## config.mk

```make
export PLATFORM = sky130hd
export DESIGN_NAME = serial_motion_command_parser
export DESIGN_NICKNAME = d
export VERILOG_FILES = /design/src/sv/smcp_pkg.sv /design/src/sv/serial_motion_command_parser.sv
export SDC_FILE = /design/constraint.sdc
export NUM_CORES = 1
export LEC_CHECK = 0
export BUFFER_PORTS_ARGS = -buffer_cell sky130_fd_sc_hd__buf_4
export CAP_MARGIN = 20
export CORE_ASPECT_RATIO = 0.9
export CORE_MARGIN = 4
export CORE_UTILIZATION = 60
export CTS_BUF_LIST = sky130_fd_sc_hd__clkbuf_16
export CTS_CLUSTER_DIAMETER = 80
export CTS_CLUSTER_SIZE = 28
export DETAILED_ROUTE_END_ITERATION = 10
export PLACE_DENSITY = 0.8
export SETUP_SLACK_MARGIN = 0.2
export SYNTH_ARGS = -nofsm -noshare
export SYNTH_HDL_FRONTEND = slang
export SYNTH_SLANG_ARGS = --single-unit
```

## constraint.sdc

```tcl
create_clock -name clk_i -period 9.95 [get_ports clk_i]
set_input_delay 0 -clock clk_i [delete_from_list [all_inputs] [get_ports clk_i]]
set_output_delay 0 -clock clk_i [all_outputs]
set_load 0.02 [all_outputs]
```

## src/sv/smcp_pkg.sv

```systemverilog
// Shared types and constants for the serial motion command parser.
// No dependencies; imported by serial_motion_command_parser.
package smcp_pkg;

  // Configuration register indexes (byte address is 4 * index)
  localparam int unsigned CfgAddrW = 5;
  localparam logic [2:0] REG_SEND_ENABLED   = 3'd0;
  localparam logic [2:0] REG_POLARITY_LEFT  = 3'd1;
  localparam logic [2:0] REG_FWD_REDUCE     = 3'd2;
  localparam logic [2:0] REG_SUFFIX_TIMEOUT = 3'd3;
  localparam logic [2:0] REG_PREFIX_TIMEOUT = 3'd4;

  localparam logic [15:0] SUFFIX_TIMEOUT_RST = 16'd50;
  localparam logic [15:0] PREFIX_TIMEOUT_RST = 16'd200;

  localparam int unsigned GoalW = 20;
  localparam logic [GoalW-1:0] GOAL_CAP = GoalW'(1000000);
  localparam logic [3:0] MAX_DIGITS = 4'd11;

  // Result queue
  localparam int unsigned FifoDepth = 4;
  localparam int unsigned FifoPtrW  = $clog2(FifoDepth);

  // ASCII codes
  localparam logic [7:0] CH_LF    = 8'h0A;
  localparam logic [7:0] CH_CR    = 8'h0D;
  localparam logic [7:0] CH_PLUS  = 8'h2B;
  localparam logic [7:0] CH_0     = 8'h30;
  localparam logic [7:0] CH_1     = 8'h31;
  localparam logic [7:0] CH_2     = 8'h32;
  localparam logic [7:0] CH_3     = 8'h33;
  localparam logic [7:0] CH_4     = 8'h34;
  localparam logic [7:0] CH_5     = 8'h35;
  localparam logic [7:0] CH_6     = 8'h36;
  localparam logic [7:0] CH_7     = 8'h37;
  localparam logic [7:0] CH_8     = 8'h38;
  localparam logic [7:0] CH_9     = 8'h39;

  // Deferred command codes
  localparam logic [2:0] CODE_FWD   = 3'd0;
  localparam logic [2:0] CODE_PARK  = 3'd1;
  localparam logic [2:0] CODE_LEFT  = 3'd2;
  localparam logic [2:0] CODE_RIGHT = 3'd3;
  localparam logic [2:0] CODE_BACK  = 3'd4;

  // Move directions
  localparam logic [1:0] DIR_FWD   = 2'd0;
  localparam logic [1:0] DIR_LEFT  = 2'd1;
  localparam logic [1:0] DIR_RIGHT = 2'd2;
  localparam logic [1:0] DIR_BACK  = 2'd3;

  typedef enum logic [3:0] {
    ACT_NONE     = 4'd0,
    ACT_RESET    = 4'd1,
    ACT_MOVE     = 4'd2,
    ACT_SPIN_CW  = 4'd3,
    ACT_SPIN_CCW = 4'd4,
    ACT_CANCEL   = 4'd5,
    ACT_PARK     = 4'd6,
    ACT_FINAL    = 4'd7,
    ACT_REPLY0   = 4'd8,
    ACT_REPORT   = 4'd9
  } action_e;

  typedef enum logic [1:0] {
    ST_NONE = 2'd0,
    ST_CR   = 2'd1,
    ST_DONE = 2'd2
  } status_e;

  // Action part of a result, action in the low bits
  typedef struct packed {
    logic             lat;
    logic             sfx;
    logic [GoalW-1:0] goal;
    logic [1:0]       dir;
    action_e          action;
  } act_t;

  // Full result word, laid out as the output tdata
  typedef struct packed {
    logic    ignore;
    logic    wait_pfx;
    status_e status;
    act_t    act;
  } res_t;

  // Parser state
  typedef struct packed {
    logic             skip;
    logic             await2;
    logic             asel;
    logic             spend;
    logic             sbad;
    logic             plus;
    logic [2:0]       code;
    logic [3:0]       dc;
    logic [GoalW-1:0] gacc;
    logic [31:0]      last_act;
    logic             rst_pend;
    status_e          status;
  } st_t;

  localparam act_t ACT_ZERO = '{lat: 1'b0, sfx: 1'b0, goal: '0, dir: DIR_FWD,
                                action: ACT_NONE};

endpackage

```

## src/sv/serial_motion_command_parser.sv

```systemverilog
// Serial motion command parser: input register, single-pass decode, result queue.
// Depends on smcp_pkg.
//
// Usage:
//   Slave stream: one transfer per item. tuser = cmd (0 received byte, 1 poll
//   tick); tdata = rx_byte in [7:0], now_ms in [39:8].
//   Master stream: one transfer per result; tlast marks the final result of
//   an item. A byte gives one result, a poll one or two (reset first, then a
//   timed-out suffix command). tdata lists action, direction, goal, flags and
//   the parser status after the item.
//   APB port: five registers at byte addresses 0, 4, 8, 12, 16; pready is
//   always high; write only while the block is idle.
// Timing:
//   An input transfer passes through the input register and is decoded
//   into a four-entry result queue in a single pass. One item is taken
//   every cycle while the queue has room: input ready drops only while the
//   queue holds more than two results, so items that give two results each
//   are limited by the one-result-per-cycle output.
// Reset: clears parser state, queue and registers to their defaults.
// Stall: results wait in the queue; input is held off while it holds more than two results.
module serial_motion_command_parser (
  input  logic                         clk_i,
  input  logic                         rst_ni,
  // Received bytes and poll ticks
  input  logic                         s_axis_tvalid_i,
  output logic                         s_axis_tready_o,
  input  logic [39:0]                  s_axis_tdata_i,  // rx_byte, now_ms
  input  logic                         s_axis_tuser_i,  // cmd
  // Results
  output logic                         m_axis_tvalid_o,
  input  logic                         m_axis_tready_i,
  // action, motion_dir, goal, has_suffix, lateral_report, rx_status,
  // prefix_wait, ignore_flag
  output logic [31:0]                  m_axis_tdata_o,
  output logic                         m_axis_tlast_o,
  // Configuration
  input  logic                         psel,
  input  logic                         penable,
  input  logic                         pwrite,
  input  logic [smcp_pkg::CfgAddrW-1:0] paddr,
  input  logic [31:0]                  pwdata,
  output logic [31:0]                  prdata,
  output logic                         pready
);
  import smcp_pkg::*;

  // Configuration registers
  logic             send_en_q;
  logic             pol_left_q;
  logic [GoalW-1:0] fwd_reduce_q;
  logic [15:0]      sfx_to_q;
  logic [15:0]      pfx_to_q;
  logic             cfg_wr;
  logic [2:0]       cfg_idx;

  // Input register
  logic             in_valid_q;
  logic             in_cmd_q;
  logic [7:0]       in_ch_q;
  logic [31:0]      in_now_q;
  logic             s_accept;
  logic             process;

  // Parser
  st_t              st_q;
  st_t              st_d;
  logic [31:0]      elapsed;
  logic             pfx_to;
  logic             sfx_to;
  logic             is_eol;
  logic             is_digit;
  logic [23:0]      gmul;
  act_t             push_a;
  act_t             push_b;
  logic             a_v;
  logic             b_v;

  // Deferred command execution, from current state
  act_t             ex_act;
  logic             ex_v;
  status_e          ex_status;
  logic             ex_bad;
  logic [GoalW-1:0] ex_g;
  logic [GoalW-1:0] ex_gred;
  logic             ex_lat;

  // Result queue
  res_t             fifo_q [FifoDepth];
  logic             fifo_last_q [FifoDepth];
  logic [FifoPtrW-1:0] wr_ptr_q;
  logic [FifoPtrW-1:0] rd_ptr_q;
  logic [FifoPtrW:0]   cnt_q;
  logic             pop;
  res_t             res0;
  res_t             res1;
  logic             two;

  function automatic st_t clr_deferred(st_t s);
    st_t r;
    r       = s;
    r.spend = 1'b0;
    r.sbad  = 1'b0;
    r.code  = CODE_FWD;
    r.plus  = 1'b0;
    r.dc    = '0;
    r.gacc  = '0;
    return r;
  endfunction

  function automatic st_t clr_parser(st_t s);
    st_t r;
    r        = clr_deferred(s);
    r.skip   = 1'b0;
    r.await2 = 1'b0;
    r.asel   = 1'b0;
    r.status = ST_NONE;
    return r;
  endfunction

  // ---------------------------------------------------------------- config
  assign pready  = 1'b1;
  assign cfg_idx = paddr[CfgAddrW-1:2];
  assign cfg_wr  = psel & penable & pwrite;

  always_ff @(posedge clk_i or negedge rst_ni) begin
    if (!rst_ni) begin
      send_en_q    <= 1'b1;
      pol_left_q   <= 1'b0;
      fwd_reduce_q <= '0;
      sfx_to_q     <= SUFFIX_TIMEOUT_RST;
      pfx_to_q     <= PREFIX_TIMEOUT_RST;
    end else if (cfg_wr) begin
      case (cfg_idx)
        REG_SEND_ENABLED:   send_en_q    <= pwdata[0];
        REG_POLARITY_LEFT:  pol_left_q   <= pwdata[0];
        REG_FWD_REDUCE:     fwd_reduce_q <= pwdata[GoalW-1:0];
        REG_SUFFIX_TIMEOUT: sfx_to_q     <= pwdata[15:0];
        REG_PREFIX_TIMEOUT: pfx_to_q     <= pwdata[15:0];
        default: ;
      endcase
    end
  end

  always_comb begin
    case (cfg_idx)
      REG_SEND_ENABLED:   prdata = {31'd0, send_en_q};
      REG_POLARITY_LEFT:  prdata = {31'd0, pol_left_q};
      REG_FWD_REDUCE:     prdata = {{(32-GoalW){1'b0}}, fwd_reduce_q};
      REG_SUFFIX_TIMEOUT: prdata = {16'd0, sfx_to_q};
      REG_PREFIX_TIMEOUT: prdata = {16'd0, pfx_to_q};
      default:            prdata = '0;
    endcase
  end

  // ---------------------------------------------------------------- input
  assign process         = in_valid_q & (cnt_q <= (FifoPtrW+1)'(FifoDepth - 2));
  assign s_axis_tready_o = ~in_valid_q | process;
  assign s_accept        = s_axis_tvalid_i & s_axis_tready_o;

  always_ff @(posedge clk_i or negedge rst_ni) begin
    if (!rst_ni) begin
      in_valid_q <= 1'b0;
    end else if (s_axis_tready_o) begin
      in_valid_q <= s_axis_tvalid_i;
    end
  end

  always_ff @(posedge clk_i) begin
    if (s_accept) begin
      in_cmd_q <= s_axis_tuser_i;
      in_ch_q  <= s_axis_tdata_i[7:0];
      in_now_q <= s_axis_tdata_i[39:8];
    end
  end

  // ---------------------------------------------------------------- execute
  always_comb begin
    ex_bad  = st_q.sbad | (st_q.plus & (st_q.dc == '0));
    ex_g    = st_q.plus ? st_q.gacc : '0;
    ex_gred = (ex_g <= fwd_reduce_q) ? GoalW'(1) : ex_g - fwd_reduce_q;
    ex_lat  = ~pol_left_q & st_q.plus &
              ((st_q.code == CODE_LEFT) | (st_q.code == CODE_RIGHT));
    ex_act    = ACT_ZERO;
    ex_v      = 1'b0;
    ex_status = ST_DONE;
    if (ex_bad) begin
      ex_status = ST_NONE;
    end else begin
      case (st_q.code)
        CODE_PARK: begin
          if (st_q.plus && st_q.dc == 4'd1 && ex_g <= GoalW'(1)) begin
            ex_act.action = ACT_PARK;
            ex_act.goal   = ex_g;
            ex_v          = 1'b1;
          end else begin
            ex_status = ST_NONE;
          end
        end
        CODE_FWD: begin
          ex_act.action = ACT_MOVE;
          ex_act.dir    = DIR_FWD;
          ex_act.goal   = (pol_left_q && st_q.plus) ? ex_gred : ex_g;
          ex_act.sfx    = st_q.plus;
          ex_v          = send_en_q;
        end
        CODE_LEFT: begin
          if (st_q.plus && ex_g == '0) begin
            ex_act.action = ACT_CANCEL;
          end else begin
            ex_act.action = ACT_MOVE;
            ex_act.dir    = DIR_LEFT;
            ex_act.goal   = ex_g;
            ex_act.sfx    = st_q.plus;
          end
          ex_act.lat = ex_lat;
          ex_v       = send_en_q;
        end
        CODE_RIGHT: begin
          ex_act.action = ACT_MOVE;
          ex_act.dir    = DIR_RIGHT;
          ex_act.goal   = ex_g;
          ex_act.sfx    = st_q.plus;
          ex_act.lat    = ex_lat;
          ex_v          = send_en_q;
        end
        CODE_BACK: begin
          ex_act.action = ACT_MOVE;
          ex_act.dir    = DIR_BACK;
          ex_act.goal   = ex_g;
          ex_act.sfx    = st_q.plus;
          ex_v          = send_en_q;
        end
        default: ex_status = ST_NONE;
      endcase
    end
    if (!send_en_q && ex_act.action != ACT_PARK) begin
      ex_act = ACT_ZERO;
    end
  end

  // ---------------------------------------------------------------- parser
  assign elapsed  = in_now_q - st_q.last_act;
  assign pfx_to   = (st_q.skip | st_q.await2 | st_q.asel) & (elapsed > {16'd0, pfx_to_q});
  assign sfx_to   = elapsed > {16'd0, sfx_to_q};
  assign is_eol   = (in_ch_q == CH_CR) | (in_ch_q == CH_LF);
  assign is_digit = (in_ch_q >= CH_0) & (in_ch_q <= CH_9);
  assign gmul     = {1'b0, st_q.gacc, 3'b000} + {3'b000, st_q.gacc, 1'b0} +
                    24'(in_ch_q - CH_0);

  always_comb begin
    st_d   = st_q;
    push_a = ACT_ZERO;
    push_b = ACT_ZERO;
    a_v    = 1'b0;
    b_v    = 1'b0;
    if (!in_cmd_q) begin
      if (st_q.spend) begin
        st_d.last_act = in_now_q;
        if (is_eol) begin
          st_d        = clr_deferred(st_d);
          st_d.status = ex_status;
          push_b      = ex_act;
          b_v         = ex_v;
        end else if (!st_q.sbad) begin
          if (in_ch_q == CH_PLUS && !st_q.plus && st_q.dc == '0) begin
            st_d.plus = 1'b1;
          end else if (st_q.plus && is_digit) begin
            if (st_q.dc < MAX_DIGITS) begin
              st_d.dc   = st_q.dc + 4'd1;
              st_d.gacc = (gmul > 24'(GOAL_CAP)) ? GOAL_CAP : gmul[GoalW-1:0];
            end
          end else begin
            st_d.sbad = 1'b1;
          end
        end
      end else begin
        if (pfx_to) begin
          st_d = clr_parser(st_d);
        end
        st_d.last_act = in_now_q;
        if (st_d.skip) begin
          if (is_eol) begin
            st_d = clr_parser(st_d);
          end
        end else if (st_d.asel) begin
          st_d.asel = 1'b0;
          if (in_ch_q >= CH_0 && in_ch_q <= CH_2) begin
            if (send_en_q) begin
              if ((in_ch_q == CH_0) && !pol_left_q) begin
                push_b.action = ACT_REPLY0;
                b_v           = 1'b1;
              end
              if (((in_ch_q == CH_1) && pol_left_q) ||
                  ((in_ch_q == CH_2) && !pol_left_q)) begin
                push_b.action = ACT_REPORT;
                b_v           = 1'b1;
              end
            end
            st_d.status = ST_DONE;
          end else begin
            st_d.status = ST_NONE;
          end
        end else if (st_d.await2) begin
          st_d.await2 = 1'b0;
          case (in_ch_q)
            CH_1, CH_4, CH_5, CH_6, CH_8: begin
              st_d       = clr_deferred(st_d);
              st_d.spend = 1'b1;
              case (in_ch_q)
                CH_1:    st_d.code = CODE_FWD;
                CH_4:    st_d.code = CODE_PARK;
                CH_5:    st_d.code = CODE_LEFT;
                CH_6:    st_d.code = CODE_RIGHT;
                default: st_d.code = CODE_BACK;
              endcase
            end
            CH_7: begin
              st_d.asel   = 1'b1;
              st_d.status = ST_NONE;
            end
            CH_0: begin
              st_d.rst_pend = 1'b1;
              st_d.status   = ST_DONE;
            end
            CH_2, CH_3, CH_9: begin
              case (in_ch_q)
                CH_2:    push_b.action = ACT_SPIN_CW;
                CH_3:    push_b.action = ACT_SPIN_CCW;
                default: push_b.action = ACT_FINAL;
              endcase
              b_v         = send_en_q;
              st_d.status = ST_DONE;
            end
            default: st_d.status = (in_ch_q == CH_CR) ? ST_CR : ST_NONE;
          endcase
        end else begin
          if (in_ch_q == CH_1) begin
            st_d.await2 = 1'b1;
            st_d.status = ST_NONE;
          end else if (in_ch_q == CH_2 || in_ch_q == CH_3) begin
            st_d.skip   = 1'b1;
            st_d.status = ST_NONE;
          end else begin
            st_d.status = (in_ch_q == CH_CR) ? ST_CR : ST_NONE;
          end
        end
      end
    end else begin
      if (st_q.rst_pend) begin
        st_d.rst_pend = 1'b0;
        push_a.action = ACT_RESET;
        a_v           = 1'b1;
      end
      if (st_q.spend && sfx_to) begin
        st_d        = clr_deferred(st_d);
        st_d.status = ex_status;
        push_b      = ex_act;
        b_v         = ex_v;
      end
      if (pfx_to) begin
        st_d = clr_parser(st_d);
      end
    end
    if (!b_v) begin
      push_b = ACT_ZERO;
    end
  end

  always_ff @(posedge clk_i or negedge rst_ni) begin
    if (!rst_ni) begin
      st_q <= '0;
    end else if (process) begin
      st_q <= st_d;
    end
  end

  // ---------------------------------------------------------------- results
  assign two             = a_v & b_v;
  assign res0.ignore     = st_d.skip;
  assign res0.wait_pfx   = st_d.await2 | st_d.asel;
  assign res0.status     = st_d.status;
  assign res0.act        = a_v ? push_a : push_b;
  assign res1.ignore     = st_d.skip;
  assign res1.wait_pfx   = st_d.await2 | st_d.asel;
  assign res1.status     = st_d.status;
  assign res1.act        = push_b;

  assign pop             = m_axis_tvalid_o & m_axis_tready_i;
  assign m_axis_tvalid_o = cnt_q != '0;
  assign m_axis_tdata_o  = fifo_q[rd_ptr_q];
  assign m_axis_tlast_o  = fifo_last_q[rd_ptr_q];

  always_ff @(posedge clk_i) begin
    if (process) begin
      fifo_q[wr_ptr_q]      <= res0;
      fifo_last_q[wr_ptr_q] <= ~two;
      if (two) begin
        fifo_q[wr_ptr_q + FifoPtrW'(1)]      <= res1;
        fifo_last_q[wr_ptr_q + FifoPtrW'(1)] <= 1'b1;
      end
    end
  end

  always_ff @(posedge clk_i or negedge rst_ni) begin
    if (!rst_ni) begin
      wr_ptr_q <= '0;
      rd_ptr_q <= '0;
      cnt_q    <= '0;
    end else begin
      if (process) begin
        wr_ptr_q <= wr_ptr_q + (two ? FifoPtrW'(2) : FifoPtrW'(1));
      end
      if (pop) begin
        rd_ptr_q <= rd_ptr_q + FifoPtrW'(1);
      end
      cnt_q <= cnt_q + (process ? (two ? (FifoPtrW+1)'(2) : (FifoPtrW+1)'(1))
                                : (FifoPtrW+1)'(0))
                     - (pop ? (FifoPtrW+1)'(1) : (FifoPtrW+1)'(0));
    end
  end

endmodule
```

==> results of run 1 <==
## critical path, cell delays in order, from the launching register on
cell and delay, ns:
dfrtp_1 0.40, inv_1 0.07, ha_1 0.27, nor2b_1 0.21
o21ai_0 0.14, o21ai_0 0.40, a21oi_1 0.25, xnor2_1 0.32
ha_1 0.30, a21o_1 0.18, a21o_1 0.18, a21oi_1 0.14
o211ai_1 0.10, o211ai_1 0.12, a31oi_1 0.31, or4_1 0.56
nor4_1 0.49, o211a_1 0.90, a31oi_4 0.55, nand2b_1 0.31
## layer usage
layer	GRT usage	vias up	share of wire
met5	0	-	0
met4	0.0806	0	0.030
met3	0.0317	82	0.057
met2	0.488	564	0.49
met1	0.391	7660	0.42
li1	-	7396	-
## layout by cell type (no fill, tap or decap), types with 69 or more instances in the layout
master | netlist | routed
edfxtp_1 | 169 | 169
o21ai_0 | 142 | 142
nand2_1 | 187 | 187
buf_4 | 14 | 142
nor2_1 | 200 | 199
a21oi_1 | 90 | 88
ha_1 | 118 | 118
inv_1 | 137 | 140
dlygate4sd3_1 | 0 | 69
dfrtp_1 | 123 | 121
## final timing paths
check,to,slack [ns]
max,fifo_q[1][0],3.51
min,pfx_to_q[3],0.09
max reg2reg,fifo_q[1][0],3.51
min reg2reg,st_q[11],0.50
max in group asynchronous,sfx_to_q[5],8.64
min in group asynchronous,st_q[0],0.41
## synth_stat cells, types with 36 or more instances
| cell type | number | area, µm² |
|---|---|---|
| ha_1 | 118 | 1480 |
| nand2_1 | 187 | 702 |
| clkbuf_1 | 60 | 225 |
| inv_1 | 137 | 514 |
| a21oi_1 | 90 | 450 |
| a21o_1 | 41 | 308 |
| nor2_1 | 200 | 751 |
| and2_1 | 36 | 225 |
| edfxtp_1 | 169 | 5070 |
| nor3_1 | 48 | 240 |
| nand3_1 | 43 | 215 |
| o21ai_0 | 142 | 711 |
| dfrtp_1 | 123 | 3080 |
## cell families (layout without fill, tap and decap cells)
group | count (synthesis) | count (layout) | share of synthesized area
adder cells (fa/ha/maj) | 140 | 140 | 0.0991
multiplexers | 45 | 45 | 0.0452
AO/OA/AOI/OAI | 502 | 502 | 0.174
XOR/XNOR | 52 | 52 | 0.0236
AND/OR/NAND/NOR | 675 | 675 | 0.171
buffers and inverters | 238 | 384 | 0.0518
other | 2 | 13 | 0.000388
flip-flops | 303 | 303 | 0.435
## registers in the layout, summed over array words and instances (netlist names)
register      cells
send_en_q         1
fwd_reduce_q     20
cnt_q             3
fifo_q          128
st_q             68
pol_left_q        1
in_cmd_q          1
fifo_last_q       4
in_valid_q        1
sfx_to_q         16
in_now_q         32
wr_ptr_q          2
in_ch_q           8
pfx_to_q         16
rd_ptr_q          2
## power by group
part	internal (mW)	leakage, nW	switching [mW]
Sequential	1.63	3.21	0.182
Combinational	1.15	5.78	1.73
Clock	0.354	0.292	0.457
Total	3.13	9.28	2.37
## timing repair
item                                   CTS  global route
endpoints found under the hold margin  147             0
setup endpoints to repair                0             0
hold buffers                            70             0
## layout make-up
class                      count  share of cell area
clock buffer                  18              0.0206
clock inverter                12             0.00566
inverter                     139              0.0238
multi-input combinational   1427               0.457
sequential                   303               0.385
tap                          416              0.0238
timing repair buffer         215              0.0839
## per-stage QoR
step | utilization | power (mW)
floorplan | - | 3.84
global placement | 0.644 | 4.55
detailed placement | 0.644 | 4.64
CTS | 0.685 | 5.48
global route | 0.686 | 5.87
finish | 0.686 | 5.50
==> reports/metrics.yaml, run 1 <==
cells_and_area:
  multi_input_area_um2: 10000
  drive_gt1_frac: 0.125
  antenna_cells: 0
  design_area_um2: 21900
  finalNonFillerCells: 2530
  fill_cells: 2430
  layout.nets: 2328
  syn2layout_area_growth_pct: 13.1
  seqCellArea_um2: 8420
setup_path:
  r2r_start: "st_q[4]"
  worstSetupStartpointType: "flip-flop"
  path_class: "reg2reg"
  cp_data_arrival_time_ns: 6.72
  crit_start: "st_q[4]"
  ff2ff_path_depth: 19
  cp-end-kind: "flip-flop"
  crit_fanout: 27
  cp.required_ns: 10.23
detailed_routing:
  route.detailed.wl_per_inst_um: 20.2
  drt_wl_total_um: 51100
  vias: 15702
  drc: 0
  vias_per_cell: 6.21
  ant_nets: 0
  drt_iter0_drc: 1311
  firstDrtPassIters: 5
power_and_ir_drop:
  ir_drop_uv: 235
  powerDensity_nw_per_um2: 251
  p_leak_nw: 9.28
timing:
  setup_violations: 0
  worst_slew_pin_slew_ns: 1.14
  final.setup.tns_ns: 0
  whs_ns: 0.0920
  timing.final.crit_share: 0.647
  rsz0062_at_grt: "false"
  slew_headroom: 0.241
  fmax_ghz: 0.155
  drv_slew: 0
  hold_viol_final: 0
  fin_ws_ns: 3.51
  fin_crit_ns: 6.44
  skew_ns: 0.0327
clock_tree:
  cts_buffer_depth: 3
  htreeDepth: 1
  cts-root-buf: "clkbuf_16"
  post_cts_buffers: 0
  cts.sinks: 303
  clkLatencyLatePin_ns: 0.54
  cts_buffers: 17
  clk_pin_slew_ns: 0.11
  cts_tree: "yes"
  cts_resized: 0
synth:
  ys_ff_latch: 303
  synthFlopType: "edfxtp_1"
  yosys_warnings: 0
  synth_edf_count: 169
  synth_area_per_cell_um2: 9.88
  synth_cell_type_count: 98
  ys_seq_area_frac: 0.435
  netlist_area_um2: 19300
  synthCells: 1957
  synthArstFlopShare: 0.429
placed_design:
  placedCellCount: 2428
  place_congestion: 0.925
  dp_hpwl_um: 36700
  dpl-instance-area_um2: 20500
  dp_slack_ns: 3.58
  portBuffers: 125
grt:
  track_usage: 0.286
  grt_pass1_wl_um: 81400
  grt_max_degree: 82
  grt_pass1_vias: 15355
  overflow: 0
  antenna_found_initial: 0
floorplanning:
  die_y_um: 178
  num_io_pins: 153
  fp.coreArea_um2: 31900
  fp-row-count: 62
  die_x_um: 197
  initial_core_util: 0.607
  die-area_um2: 35200
hold_path:
  hold_start: "penable"
  holdPathStages: 5
  hold_class: "in2reg"
status:
  status: "complete, no violations"
flow_run:
  drv_cap: 0
Note: power is estimated with default switching activity, not from simulation.
==> run 2: changes to the inputs <==
--- a/config.mk
+++ b/config.mk
@@ -5,6 +5,7 @@
 export SDC_FILE = /design/constraint.sdc
 export NUM_CORES = 1
 export LEC_CHECK = 0
+export ABC_AREA = 1
 export BUFFER_PORTS_ARGS = -buffer_cell sky130_fd_sc_hd__buf_4
 export CAP_MARGIN = 20
 export CORE_ASPECT_RATIO = 0.9
==> constraint.sdc (replaced) <==
create_clock -name clk_i -period 6.35 [get_ports clk_i]
set_input_delay 0 -clock clk_i [delete_from_list [all_inputs] [get_ports clk_i]]
set_output_delay 0 -clock clk_i [all_outputs]
set_load 0.02 [all_outputs]
==> reports/metrics.yaml, run 2 <==
status:
  status: "complete, no violations"
synth:
  yosys_warnings: 0  # unchanged
  synthArstFlopShare: 0.429  # unchanged
  synth_top_area_share: 0.252  # -0.0102
  synth_area_leaders: "edfxtp_1 (25%), dfrtp_1 (15%), nand2_1 (11%), inv_1 (7.5%), ha_1 (7.3%)"
  synth_common_cells: "nand2_1 (590), inv_1 (400), nor2_1 (331), o21ai_0 (206), edfxtp_1 (169)"
  synth.most_common_cell: "nand2_1"
  netlist_area_um2: 20100  # +4.1%
  synth_cell_type_count: 60  # -39%
  ys_ff_latch: 303  # unchanged
  yosysTopAreaCell: "edfxtp_1"
  synthCells: 2583  # +32%
  synthFlopType: "edfxtp_1"
  synth_edf_count: 169  # unchanged
  ys_seq_area_frac: 0.418  # -0.0170
  synth_area_per_cell_um2: 7.79  # -21%
detailed_routing:
  drt_iter0_drc: 1582  # +21%
  firstDrtPassIters: 6  # +1
  vias: 17765  # +13%
  vias_per_cell: 5.59  # -9.9%
  drc: 0  # unchanged
  route.detailed.wl_per_inst_um: 16.8  # -17%
  drt_wl_total_um: 53400  # +4.3%
  ant_nets: 0  # unchanged
grt:
  grt_max_degree: 74  # -9.8%
  overflow: 0  # unchanged
  track_usage: 0.288  # +0.00208
  grt_pass1_wl_um: 86900  # +6.8%
  grt_pass1_vias: 17013  # +11%
  antenna_found_initial: 0  # unchanged
hold_path:
  hold_class: "in2reg"
setup_path:
  cp-end-kind: "flip-flop"
  critPathTopFamily: "simple AND/OR/NAND/NOR gates"
  cp_data_arrival_time_ns: 6.02  # -0.70 ns
  crit_fanout: 6  # -78%
  critPathMaxStageDelay_ns: 0.41  # -0.49 ns
  cp_num_buf_inv: 7  # +6
  worstSetupStartpointType: "flip-flop"
  cp_slowest_cell: "fa_1"
  crit_top_cell: "inv_1"
  path_class: "reg2reg"
  cp.required_ns: 6.80  # -3.43 ns
  ff2ff_setup_slack_ns: 0.79  # -2.72 ns
timing:
  setup_violations: 0  # unchanged
  worst_slew_pin_slew_ns: 1.03  # -0.109 ns
  whs_ns: 0.0409  # -0.0512 ns
  timing.final.crit_share: 0.876  # +0.229
  slew_headroom: 0.314  # +0.0735
  drv_slew: 0  # unchanged
  hold_viol_final: 0  # unchanged
  rsz0062_at_grt: "false"
  fmax_ghz: 0.180  # +16%
  skew_ns: 0.0237  # -0.00894 ns
  final.setup.tns_ns: 0  # unchanged
  fin_crit_ns: 5.56  # -0.876 ns
cells_and_area:
  fill_cells: 2735  # +13%
  syn2layout_area_growth_pct: 12.2
  largest_register_ffs: 128  # unchanged
  mostFrequentLayoutCell: "nand2_1"
  regMostFlops: "fifo_q"
  mostFrequentLayoutCells: "nand2_1 (589), inv_1 (404), nor2_1 (330), o21ai_0 (206), edfxtp_1 (169)"
  reg.largest.list: "fifo_q x128, st_q x68, in_now_q x32"
  drive_gt1_frac: 0.0868  # -0.0386
  antenna_cells: 0  # unchanged
  layout.nets: 2968  # +27%
power_and_ir_drop:
  power_mw: 8.93  # +63%
  ir_drop_uv: 336  # +43%
  p_leak_nw: 11.3  # +22%
  powerDensity_nw_per_um2: 396  # +57%
clock_tree:
  htreeDepth: 1  # unchanged
  cts_buffer_depth: 3  # unchanged
  clkLatencyLatePin_ns: 0.54  # about the same
  cts_tree: "yes"
  hold_buffers: 70  # unchanged
  cts.sinks: 303  # unchanged
  cts-root-buf: "clkbuf_16"
  cts_resized: 0  # unchanged
  clk_pin_slew_ns: 0.10  # about the same
  post_cts_buffers: 0  # unchanged
  cts_buffers: 17  # unchanged
placed_design:
  dp_hpwl_um: 38700  # +5.3%
  place_congestion: 0.931  # +0.65%
  portBuffers: 125  # unchanged
floorplanning:
  initial_core_util: 0.609  # +0.00273
  num_io_pins: 153  # unchanged
  die_x_um: 201  # +1.9%
  die_y_um: 182  # +1.9%
  die-area_um2: 36500  # +3.9%
  fp.coreArea_um2: 33000  # +3.6%
  fp-row-count: 63  # +1.6%
flow_run:
  drv_cap: 0  # unchanged
run 2: changes by cell type after synthesis, sizes merged, moves of 23 or more:
cell / before / now
nor2: 200 / 347
mux4: 33 / 0
nand3: 43 / 97
a21o: 41 / 7
a21oi: 93 / 123
nand2: 188 / 609
and2: 36 / 4
nor2b: 23 / 0
a22o: 30 / 2
o21ai: 145 / 207
inv: 137 / 418
run 2: cell type report:
| class | count | area, µm² | share of cell area |
|---|---|---|---|
| Timing Repair Buffer | 211 | 1770 | 0.0785 |
| Clock buffer | 17 | 425 | 0.0188 |
| Sequential cell | 303 | 8420 | 0.373 |
| Tap cell | 422 | 528 | 0.0234 |
| Multi-Input combinational cell | 1787 | 9730 | 0.431 |
| Inverter | 423 | 1600 | 0.0710 |
| Clock inverter | 13 | 106 | 0.00471 |
run 2: layer usage:
layer  part of all wire  GRT usage
met2               0.45      0.470
met3              0.079     0.0488
met4              0.027     0.0746
met5                  0          0
met1               0.44      0.405
run 2: stage by stage:
step	instances	instance area, µm²	setup WS, ns	utilization
floorplan	2594	20200	1.79	-
global placement	3075	21300	1.06	0.646
finish	3176	22600	0.785	0.684
global route	3176	22600	0.369	0.684
detailed placement	3075	21300	0.953	0.646
CTS	3175	22600	0.906	0.683
run 2: worst min-delay path, stage by stage:
cell	delay, ns
buf_4	0.11
and3_1	0.23
a21oi_1	0.15
a31oi_1	0.05
run 2: cells by family after synthesis:
| group | after synthesis | share of synthesized area |
|---|---|---|
| compound gates | 448 | 0.126 |
| xor+xnor | 52 | 0.0226 |
| fa+ha+maj | 140 | 0.0953 |
| buf+inv | 504 | 0.101 |
| flops | 303 | 0.418 |
| mux | 1 | 0.000560 |
| other cells | 2 | 0.000373 |
| simple gates | 1133 | 0.236 |
run 2: power breakdown:
| group | leakage, nW | switching, mW | internal, mW |
|---|---|---|---|
| Clock | 0.273 | 0.696 | 0.519 |
| Combinational | 7.77 | 3.26 | 1.70 |
| Sequential | 3.24 | 0.198 | 2.56 |
| Total | 11.3 | 4.15 | 4.78 |
run 2: worst paths after layout:
| check | start | endpoint | cells after the start |
|---|---|---|---|
| setup / recovery | in_now_q[0] | cnt_q[2] | 30 |
| hold / removal | pwrite | pol_left_q | 4 |
| setup reg to reg | in_now_q[0] | cnt_q[2] | 30 |
| hold reg to reg | fwd_reduce_q[15] | fwd_reduce_q[15] | 2 |
| max in group asynchronous | rst_ni | pfx_to_q[0] | 3 |
| min in group asynchronous | rst_ni | rd_ptr_q[0] | 2 |
==> run 3: changes to the inputs <==
--- a/config.mk
+++ b/config.mk
@@ -11,7 +11,7 @@
 export CORE_ASPECT_RATIO = 0.9
 export CORE_MARGIN = 4
 export CORE_UTILIZATION = 60
-export CTS_BUF_LIST = sky130_fd_sc_hd__clkbuf_16
+export CTS_BUF_LIST = sky130_fd_sc_hd__clkbuf_8
 export CTS_CLUSTER_DIAMETER = 80
 export CTS_CLUSTER_SIZE = 28
 export DETAILED_ROUTE_END_ITERATION = 10
==> reports/metrics.yaml, run 3 (same netlist as run 2, synthesis figures left out) <==
status:
  status: "complete, but fails checks"
  violations: "negative hold slack"
floorplanning:
  fp-row-count: 63  # unchanged
  die_x_um: 201  # unchanged
  initial_core_util: 0.609  # unchanged
  num_io_pins: 153  # unchanged
  die_y_um: 182  # unchanged
  fp.coreArea_um2: 33000  # unchanged
  die-area_um2: 36500  # unchanged
detailed_routing:
  wl_met3_um: 4300  # +2.7%
  vias_per_cell: 5.58  # -0.30%
  top_layer_used: "met4"
  wl_met1_um: 23300  # -0.88%
  route.detailed.wl_per_inst_um: 16.6  # -1.0%
  drt_wl_total_um: 52800  # -1.1%
  firstDrtPassIters: 6  # unchanged
  vias: 17707  # -0.33%
  drt_iter0_drc: 1587  # +0.32%
  drc: 0  # unchanged
  ant_nets: 0  # unchanged
  wl_met2_um: 24000  # -0.80%
timing:
  drv_slew: 0  # unchanged
  slew_headroom: 0.290  # -0.0239
  worst_slew_pin_slew_ns: 1.06  # +0.0372 ns
  rsz0062_at_grt: "false"
  whs_ns: -0.00668  # -0.0476 ns
  fin_crit_ns: 5.55  # -0.0132 ns
  setup_violations: 0  # unchanged
  timing.final.crit_share: 0.874  # -0.00209
  fmax_ghz: 0.180  # +0.24%
  final.setup.tns_ns: 0  # unchanged
  hold_viol_final: 2  # +2
  skew_ns: 0.0423  # +0.0185 ns
grt:
  grt_pass1_vias: 16874  # -0.82%
  overflow: 0  # unchanged
  antenna_found_initial: 0  # unchanged
  grt_max_degree: 74  # unchanged
  track_usage: 0.285  # -0.00312
  grt_pass1_wl_um: 86200  # -0.83%
placed_design:
  dp_hpwl_um: 38700  # unchanged
  placedCellCount: 3075  # unchanged
  portBuffers: 125  # unchanged
  place_congestion: 0.931  # unchanged
setup_path:
  ff2ff_setup_slack_ns: 0.80  # about the same
  crit_end: "cnt_q[2]"
  cp-end-kind: "flip-flop"
  ff2ff_path_depth: 30  # unchanged
  cp.required_ns: 6.86  # +0.06 ns
  crit_start: "in_now_q[0]"
  cp_num_buf_inv: 7  # unchanged
  crit_top_cell: "inv_1"
  worstSetupStartpointType: "flip-flop"
  critPathTopFamily: "simple AND/OR/NAND/NOR gates"
  crit_cells: 30  # unchanged
  crit_fanout: 6  # unchanged
  cp_data_arrival_time_ns: 6.07  # +0.05 ns
  critPathMaxStageDelay_ns: 0.41  # about the same
  r2r_start: "in_now_q[0]"
  r2r_end: "cnt_q[2]"
  cp_slowest_cell: "fa_1"
  path_class: "reg2reg"
flow_run:
  drv_cap: 0  # unchanged
clock_tree:
  cts_buffer_depth: 3  # unchanged
  cts_buffers: 17  # unchanged
  cts-root-buf: "clkbuf_8"
  clkLatencyLatePin_ns: 0.60  # +0.06 ns
  cts.sinks: 303  # unchanged
  htreeDepth: 1  # unchanged
  clk_pin_slew_ns: 0.16  # +0.06 ns
  cts_tree: "yes"
  cts_resized: 0  # unchanged
cells_and_area:
  syn2layout_area_growth_pct: 11.2
  largest_register_ffs: 128  # unchanged
  final_util: 0.678  # -0.00583
  layout.nets: 2967  # -0.034%
  antenna_cells: 0  # unchanged
  finalNonFillerCells: 3175  # -0.031%
  regMostFlops: "fifo_q"
  drive_gt1_frac: 0.0872  # +0.000395
  reg.largest.list: "fifo_q x128, st_q x68, in_now_q x32"
  mostFrequentLayoutCell: "nand2_1"
  mostFrequentLayoutCells: "nand2_1 (589), inv_1 (404), nor2_1 (330), o21ai_0 (206), edfxtp_1 (169)"
power_and_ir_drop:
  power_mw: 8.64  # -3.3%
  powerDensity_nw_per_um2: 386  # -2.4%
  p_leak_nw: 11.2  # -0.80%
  ir_drop_uv: 299  # -11%
hold_path:
  hold_class: "in2async"
-- run 3: cell types whose count changed in the layout (fill, tap and decap cells not counted) --
| cell | previous run | this run |
|---|---|---|
| clkinvlp_4 | 0 | 1 |
| clkinv_1 | 7 | 6 |
| inv_6 | 3 | 2 |
| clkbuf_8 | 0 | 18 |
| dlygate4sd3_1 | 70 | 69 |
| clkbuf_16 | 17 | 0 |
-- run 3: how the worst min path moves through the flow --
stage | depth (start not counted) | end | startpoint
after detailed placement | 1 | rd_ptr_q[1] | rst_ni
final | 2 | rd_ptr_q[0] | rst_ni
after CTS | 2 | rd_ptr_q[1] | rst_ni
after global routing | 2 | rd_ptr_q[1] | rst_ni
after global placement | 1 | rd_ptr_q[1] | rst_ni
after floorplan | 0 | cnt_q[0] | rst_ni
-- run 3: area by class of cell --
type	count	area, µm²
Clock inverter	12	101
Clock buffer	18	248
Tap cell	422	528
Sequential cell	303	8420
Inverter	423	1600
Fill cell	2755	10600
Timing Repair Buffer	210	1760
Multi-Input combinational cell	1787	9730
-- run 3: metal layers --
layer | up-vias | GRT usage
li1 | 8692 | -
met1 | 8261 | 0.409
met2 | 680 | 0.464
met3 | 74 | 0.0443
met4 | 0 | 0.0614
met5 | - | 0
-- run 3: metrics by stage --
stage                     worst slack, ns  cell area, µm²
after detailed placement            0.953           21300
after floorplan                      1.79           20200
after global placement               1.06           21300
after global routing                0.358           22400
final                               0.799           22400
after CTS                           0.902           22400
-- run 3: report_power, final --
| part | internal [mW] | switching [mW] |
|---|---|---|
| Sequential | 2.56 | 0.196 |
| Clock | 0.292 | 0.663 |
| Combinational | 1.70 | 3.23 |
-- run 3: what timing repair did --
action / 4_1_cts / 5_1_grt
buffers inserted: 0 / 0
hold endpoints to repair: 155 / 0
hold buffers: 69 / 0
